==> src/design/rfbg_pkg.sv <==
// Shared types and constants for the rectangle fill, blend and gradient engine.
`default_nettype none
package rfbg_pkg;
    localparam logic [31:0] CLEAR_COLOR = 32'hFF11111B;
    localparam logic [31:0] OPAQUE   = 32'hFF000000;
    localparam logic [1:0] KIND_FILL = 2'd0;
    localparam logic [1:0] KIND_GRAD = 2'd1;
    localparam logic [1:0] KIND_READ = 2'd2;
    localparam logic [1:0] KIND_NOP  = 2'd3;
    localparam logic [1:0] CFG_WIDTH  = 2'd0;
    localparam logic [1:0] CFG_HEIGHT = 2'd1;
    localparam logic [1:0] CFG_PITCH  = 2'd2;

    typedef struct packed {
        logic [1:0]         kind;
        logic signed [11:0] pos_x;
        logic signed [11:0] pos_y;
        logic signed [11:0] rect_w;
        logic signed [11:0] rect_h;
        logic [31:0]        color_a;
        logic [31:0]        color_b;
    } t_cmd;

    typedef struct packed {
        logic [31:0] read_data;
        logic        done_res;
    } t_res;

    // Classified command handed from the front part to the back part.
    typedef struct packed {
        logic [1:0]         op;      // KIND_* code; anything else is a no-op
        logic signed [12:0] r0;
        logic signed [12:0] r1;
        logic signed [12:0] c0;
        logic signed [12:0] c1;
        logic [11:0]        j0;      // gradient row index of r0
        logic [11:0]        h;
        logic               blend;
        logic [31:0]        color_a;
        logic [31:0]        color_b;
    } t_job;

    typedef enum logic [3:0] {
        S_CLEAR, S_IDLE, S_ROW, S_T, S_CH, S_PIX, S_RD0, S_RD1, S_RD2, S_BL, S_OUT
    } t_state;

    // x / 255 for x < 65280.
    function automatic logic [7:0] div255(input logic [15:0] x);
        logic [16:0] q;
        q = ({1'b0, x} + 17'd1 + {9'd0, x[15:8]}) >> 8;
        return q[7:0];
    endfunction
endpackage
`default_nettype wire

==> src/design/rfbg_front.sv <==
// Command intake: clipping and classification into a two-entry job queue.
`default_nettype none
module rfbg_front (
    input  wire                   i_clk,
    input  wire                   i_rst_n,
    input  wire                   i_valid,
    output logic                  o_ready,
    input  wire rfbg_pkg::t_cmd   i_cmd,
    input  wire [10:0]            i_width,
    input  wire [10:0]            i_height,
    output logic                  o_job_valid,
    input  wire                   i_job_ready,
    output rfbg_pkg::t_job        o_job
);
    rfbg_pkg::t_job r_q [2];
    logic [1:0] r_cnt;
    logic       r_wp, r_rp;
    rfbg_pkg::t_job job;
    logic signed [12:0] x, y, w, h, e_r, e_c, sh, sw;
    logic push, pop;

    always_comb begin
        x  = {i_cmd.pos_x[11], i_cmd.pos_x};
        y  = {i_cmd.pos_y[11], i_cmd.pos_y};
        w  = {i_cmd.rect_w[11], i_cmd.rect_w};
        h  = {i_cmd.rect_h[11], i_cmd.rect_h};
        sh = {2'b00, i_height};
        sw = {2'b00, i_width};
        e_r = y + h;
        e_c = x + w;
        job.op      = i_cmd.kind;
        job.r0      = y[12] ? 13'sd0 : y;
        job.r1      = (e_r > sh) ? sh : e_r;
        job.c0      = x[12] ? 13'sd0 : x;
        job.c1      = (e_c > sw) ? sw : e_c;
        job.j0      = y[12] ? 12'(-y) : 12'd0;
        job.h       = i_cmd.rect_h[11:0];
        job.blend   = (i_cmd.color_a[31:24] != 8'h00) && (i_cmd.color_a[31:24] != 8'hFF);
        job.color_a = i_cmd.color_a;
        job.color_b = i_cmd.color_b;
        if ((i_cmd.kind == rfbg_pkg::KIND_FILL || i_cmd.kind == rfbg_pkg::KIND_GRAD)
            && (w[12] || w == 13'sd0 || h[12] || h == 13'sd0)) begin
            job.r1 = job.r0;
        end
        if (i_cmd.kind == rfbg_pkg::KIND_READ) begin
            job.r0 = y;
            job.c0 = x;
        end
    end

    assign o_ready     = (r_cnt != 2'd2);
    assign push        = i_valid && o_ready;
    assign o_job_valid = (r_cnt != 2'd0);
    assign pop         = o_job_valid && i_job_ready;
    assign o_job       = r_q[r_rp];

    always_ff @(posedge i_clk) begin
        if (push) begin
            r_q[r_wp] <= job;
        end
        if (!i_rst_n) begin
            r_cnt <= 2'd0;
            r_wp  <= 1'b0;
            r_rp  <= 1'b0;
        end else begin
            if (push) r_wp <= ~r_wp;
            if (pop)  r_rp <= ~r_rp;
            r_cnt <= r_cnt + {1'b0, push} - {1'b0, pop};
        end
    end
endmodule
`default_nettype wire

==> config.mk <==
export PLATFORM = sky130hd
export DESIGN_NAME = rfbg_front
export DESIGN_NICKNAME = d
export VERILOG_FILES = /design/src/design/rfbg_pkg.sv /design/src/design/rfbg_front.sv
export SDC_FILE = /design/constraint.sdc
export NUM_CORES = 1
export LEC_CHECK = 0
export ABC_AREA = 1
export BUFFER_PORTS_ARGS = -buffer_cell sky130_fd_sc_hd__buf_2
export CAP_MARGIN = 20
export CORE_MARGIN = 2
export CORE_UTILIZATION = 55
export DETAILED_ROUTE_END_ITERATION = 12
export PLACE_DENSITY = 0.78
export SYNTH_ARGS = -nofsm -noshare
export SYNTH_HDL_FRONTEND = slang
export SYNTH_SLANG_ARGS = --single-unit
export TNS_END_PERCENT = 30
==> constraint.sdc <==
create_clock -name i_clk -period 10.4 [get_ports i_clk]
set_input_delay 1.56 -clock i_clk [delete_from_list [all_inputs] [get_ports i_clk]]
set_output_delay 1.56 -clock i_clk [all_outputs]
set_load 0.02 [all_outputs]
==> metrics, run 1 <==
grt met1 use=a little under a third; Final Setup Violations=0; worst hold path class=reg -> reg; achievable clock frequency=about 220 MHz; Area after DPL=0.0149 mm^2; Slew @ Worst Pin=just over 1 ns; syn_area_per_cell=13.4 um^2; Post-Layout Inst Area=around 0.016 mm^2; ys flop type=edfxtp_1; Setup WS pre-CTS=around 5.4 ns; most frequent cells in the layout=284 x buf_2, 282 x edfxtp_1, 141 x mux2_2; switching part of the total power=around a third; met2 GRT Util=between 30% and 40%; Core Area=about 0.024 mm^2; crit path max fanout=73; hold buffers post-CTS=0; DR pass1 iterations=5; Worst Path Arrival=3.06 ns; Core Util, Final=roughly two thirds; Leak=between 0.006 and 0.007 uW; max-slew violations=0; die width=roughly 160 um; PnR worst setup slack=about 5.8 ns; M3 GR Usage=approximately 5.3%; post-synthesis register bit count=287; Root Buffer=clkbuf_16; Multi-input gate area=approximately 0.0041 mm^2; io pins=~290; non-filler cells, final=about 1.6k; number of port buffers=between 200 and 300; placed wire-length estimate=roughly 21000 um; Critical Path Start Type=flip-flop; Rows=56; clock latency on the worst-skew pair=~0.54 ns; worst vdd ir=~0.00015 V; cells after synthesis=a little under 1k; pin count of the biggest net entering global routing=between 70 and 80; routed len/inst=about 18 um; Slew HR=between 30% and 40%; 1st-iter DRT viols=620; Mapped Nets=around 1.2k; area grow syn2layout=19.6%; CP Class=reg -> out; Req. time, crit path=between 8 and 9 ns; initial antenna violation count=1; hold depth=1; post-CTS setup buffers=0; EDFF count, synth=282; top post-synthesis cells by area=edfxtp_1 64%, mux2_2 12%, ha_1 4.6%; setup TNS=0 ns; die area=between 0.02 and 0.03 mm^2; Chip Height=between 150 and 200 um; asr flop ratio synth=0%; CTS clk-pin slew, worst paths=approximately 0.060 ns; Clock Sinks=287; Tmin final=~4.6 ns; Clock Skews=~0.012 ns; CTS tree=built; Synth cell types=36; Critical R2R Launch=r_cnt[0]; Final GP Congestion=around 0.90; CP endpoint kind=primary output; FF-to-FF End=r_q[1][97]; DRT Wirelength=between 20000 and 30000 um; Yosys warnings=0; cts bufs inserted=29; endpoints failing hold=0; area leader, netlist=edfxtp_1; CP endpoint=o_job[139]; share of cells above drive strength 1=between 30 and 40%; status=finished clean; clk buf depth=3; RSZ-0062 raised after global routing=false; nets=around 1.5k; CTS resizes=0; H-Tree Depth=1; detailed-route via count=~8.6k; Synth top area share=between 60% and 70%; Post-route DRC=0; GRT busiest layer=met2; r2r worst-path depth=5; Pwr Density=228 mW/mm^2; max cap viols=0; DRT antenna net count=0; Sequential Power Share=between 40% and 50%; total grt overflow=0; Seq/Total Area, Yosys=64.9%; number of global-route vias before repair=roughly 8.5k; FF/Latch Area=around 0.0086 mm^2; Total GRT Usage=22.9%; clock power share=26.4%; P_sw=between 1000 and 1500 uW; Initial Util=a little under three fifths; Gate power share=a little under a third; reg2reg setup slack=around 8.4 ns; synthesized area=about 0.013 mm^2; Cells after DPL=between 1.5k and 2k; first-pass GRT wire length=45900 um; post-DR vias/cell=about 5.3; leading cell type in the layout, fill and taps excluded=buf_2; fillcell total=1742; Pint=2440 uW; Final period util=between 40% and 50%
==> cell usage after synthesis (3+ instances only) <==
cell type,n
a21o_1,4
a21oi_1,35
buf_2,15
buf_4,5
buf_6,3
clkbuf_1,5
dfxtp_1,5
edfxtp_1,282
ha_1,49
inv_1,103
mux2_2,141
nand2_1,131
nand2_2,10
nand3_1,50
nand4_1,8
nor2_1,57
nor3_1,9
nor4_1,6
o21ai_0,15
o21ai_2,10
o21bai_1,3
xnor2_1,11
xor2_1,7
==> critical path, stage by stage (launching register included) <==
cell	delay [ns]
dfxtp_4	0.95
buf_4	0.89
mux2_2	0.46
buf_2	0.17
==> stage by stage <==
stage | total power (uW) | hold WS (ns)
after floorplan | 2370 | 0.425
after detailed placement | 2680 | 0.436
final | 3610 | 0.439
after global routing | 3770 | 0.467
after global placement | 2650 | 0.421
after CTS | 3640 | 0.444
==> final cells by class <==
cell class | instances | area share, %
antenna | 4 | 0.0634
clock buffer | 33 | 4.69
clock inverter | 18 | 0.800
inverter | 103 | 2.45
multi-input combinational | 566 | 26.0
sequential | 287 | 54.3
tap | 319 | 2.53
timing repair buffer | 289 | 9.24
==> power by group through the flow <==
stage / registers [uW] / logic, uW / clock network, uW
after floorplan: 1590 / 779 / 0
after global placement: 1580 / 1070 / 0
after detailed placement: 1600 / 1080 / 0
after CTS: 1570 / 1090 / 972
after global routing: 1590 / 1160 / 1020
final: 1570 / 1080 / 953
==> cell families (layout without fill, tap and decap cells) <==
kind of cell               count (synthesis)  after routing  synth area share [%]
adders and majority gates                 51             51                  4.95
xor gates and xnor gates                  18             18                  1.19
DFF                                      287            287                  64.9
other                                      0              4                     0
AOI/OAI and AO/OA                         75             75                  3.38
muxes                                    141            141                  12.0
and+or+nand+nor                          281            281                  9.40
buffers and inverters                    131            443                  4.18
==> worst min path at each step <==
stage / slack (ns) / endpoint / start
3_3_place_gp: 0.42 / flip-flop / r_rp
2_1_floorplan: 0.43 / flip-flop / r_rp
5_1_grt: 0.47 / flip-flop / r_rp
4_1_cts: 0.44 / flip-flop / r_rp
3_5_place_dp: 0.44 / flip-flop / r_rp
6_report: 0.44 / flip-flop / r_rp
==> routing by layer <==
metal	part of all wire (%)	wire length, um
met1	42	12500
met2	48	14200
met3	8.0	2370
met4	1.8	533
met5	0	0
==> state kept, by name, indices dropped and copies added, names as in the netlist, named ones only <==
register,cells
r_q,282
r_wp,1
r_cnt,2
r_rp,1
No activity file was read; power rests on OpenSTA's default activity.
==> run 2: changes to the inputs <==
==> constraint.sdc (replaced) <==
create_clock -name i_clk -period 4.4 [get_ports i_clk]
set_input_delay 0.66 -clock i_clk [delete_from_list [all_inputs] [get_ports i_clk]]
set_output_delay 0.66 -clock i_clk [all_outputs]
set_load 0.02 [all_outputs]
==> run 2 against run 1 <==
- via count increased by 0.65%
- largest cell class unchanged
- hold slack got worse by 0.14 ns
- largest power group unchanged
- critical endpoint is now r_q[0][123]
- first-iteration DRC count increased by 28%
- sequential share of layout area decreased by 0.38 points
- clock power increased by 140%
- worst setup slack got worse by 5.0 ns
==> metrics, run 2 (synthesized netlist as in run 1, its figures left out) <==
status=finished clean; hold buffers post-CTS=0 (unchanged); max-slew violations=0 (unchanged); Pint=5860 uW (+140%); placed wire-length estimate=21200 um (+0.47%); Final period util=between 80% and 90%; Req. time, crit path=4.67 ns (-4.17 ns); hold_sp=i_cmd[20]; die width=159 um (unchanged); Buf/Inv on CP=3 (+1); Biggest register=r_q; Setup WS pre-CTS=0.298 ns (-5.13 ns); Final GP Congestion=0.955 (+5.6%); area grow syn2layout=20.4%; crit-path leading delay family=simple AND/OR/NAND/NOR gates; CTS resizes=0 (unchanged); P_sw=2760 uW (+140%); CTS clk-pin slew, worst paths=0.06 ns (about the same); Core Util, Final=67.6% (+0.47 points); clock power share=26.9% (+0.5 points); nets=1470 (+0.20%); number of global-route vias before repair=8726 (+2.3%); Critical path origin=i_cmd[88]; leading cell type in the layout, fill and taps excluded=buf_2; Gate power share=30.3% (+0.3 points); most frequent cells in the layout=284 x buf_2, 282 x edfxtp_1, 141 x mux2_2; cell mode on critical path=nand2_1; Post-route DRC=0 (unchanged); number of port buffers=284 (unchanged); Sequential Power Share=42.8% (-0.8 points); achievable clock frequency=around 280 MHz; Slew @ Worst Pin=1.06 ns (+0.0458 ns); crit path max fanout=12 (-84%); Critical R2R Launch=r_cnt[0]; share of cells above drive strength 1=39.1% (+0.27 points); cts bufs inserted=29 (unchanged); total grt overflow=0 (unchanged); RSZ-0062 raised after global routing=false; CP endpoint kind=flip-flop; routed len/inst=18.3 um (+0.18%); post-CTS setup buffers=0 (unchanged); Leak=0.00661 uW (+0.89%); initial antenna violation count=1 (unchanged); fillcell total=1720 (-1.3%); CTS tree=built; Final Setup Violations=0 (unchanged); Initial Util=56.1% (unchanged); DRT antenna net count=0 (unchanged); Core Area=0.0235 mm^2 (unchanged); detailed-route via count=8614 (+0.65%); worst vdd ir=0.000353 V (+130%); Root Buffer=clkbuf_16; CP Cell Sequence=buf_2, ha_1, inv_1, fa_1, nand3b_1, nand2_2, nand2_1, nand2_1, a21o_1, nand2_1, nand2_1, inv_1, ha_1, nand2_1, nor3_1, nand4_1, nand2_1, nand3_2, nand2_2, nand2_1, nand3_1, nand2_1; max cap viols=0 (unchanged); 1st-iter DRT viols=793 (+28%); worst hold path class=in -> reg; Total GRT Usage=23.1% (+0.22 points); Clock Skews=0.0209 ns (+0.00843 ns); endpoints failing hold=0 (unchanged); first-pass GRT wire length=46300 um (+0.81%); pin count of the biggest net entering global routing=71 (-4.1%); H-Tree Depth=1 (unchanged); Slew HR=29.2% (-3.2 points); DR pass1 iterations=6 (+1); biggest regs=r_q x282, r_cnt x2; Pwr Density=542 mW/mm^2 (+140%); DRT Wirelength=29700 um (+0.24%); Largest register FFs=282 (unchanged); clk buf depth=3 (unchanged); CP Class=in -> reg; die area=0.0253 mm^2 (unchanged); Critical Path Start Type=input port; Post-Layout Inst Area=0.0159 mm^2 (+0.70%); switching part of the total power=32.0% (-0.38 points); clock latency on the worst-skew pair=0.54 ns (about the same); Chip Height=159 um (unchanged); Clock Sinks=287 (unchanged); Worst Path Arrival=3.89 ns (+0.83 ns); delay of the slowest critical-path stage=0.39 ns (-0.56 ns); Rows=56 (unchanged); PnR worst setup slack=0.782 ns (-5.00 ns); Area after DPL=0.0150 mm^2 (+0.57%); CP max stage cell=fa_1; Tmin final=~3.6 ns; post-DR vias/cell=5.32 (+0.59%); io pins=285 (unchanged)
[run 2: metal layers]
layer	up-vias	share of wire, %	track usage [%]
met5	-	0	0
met4	0	2.1	5.25
met3	44	8.8	5.39
met2	360	48	39.4
met1	4093	41	30.5
li1	4117	-	-
[run 2: metrics by stage]
stage | power, uW | instances | TNS, ns | hold WS [ns]
CTS | 8680 | 1619 | 0 | 0.292
finish | 8620 | 1620 | 0 | 0.303
global route | 8990 | 1620 | 0 | 0.288
global placement | 6310 | 1567 | 0 | 0.421
detailed placement | 6370 | 1567 | 0 | 0.435
floorplan | 5550 | 984 | -143.76 | 0.425
[run 2: path summary, 6_finish.rpt]
check | cells after the start | slack [ns] | to
worst max register to register | 5 | 2.07 | r_q[1][95]
worst min register to register | 1 | 0.45 | flip-flop
worst max-delay path | 22 | 0.78 | r_q[0][123]
worst min-delay path | 1 | 0.30 | r_q[1][20]
[run 2: area by class of cell]
cell class | count | area [um^2] | area share [%]
Antenna cell | 1 | 2.50 | 0.0157
Sequential cell | 287 | 8570 | 53.9
Clock inverter | 11 | 88.8 | 0.559
Inverter | 103 | 387 | 2.43
Clock buffer | 41 | 811 | 5.10
Tap cell | 319 | 399 | 2.51
Timing Repair Buffer | 292 | 1540 | 9.71
Multi-Input combinational cell | 566 | 4100 | 25.8
[run 2: power groups by stage]
stage	Clock, uW	Combinational (uW)	Sequential [uW]
2_1_floorplan	0	1840	3710
3_5_place_dp	0	2610	3750
3_3_place_gp	0	2590	3720
5_1_grt	2450	2810	3730
4_1_cts	2350	2630	3700
6_report	2320	2610	3690
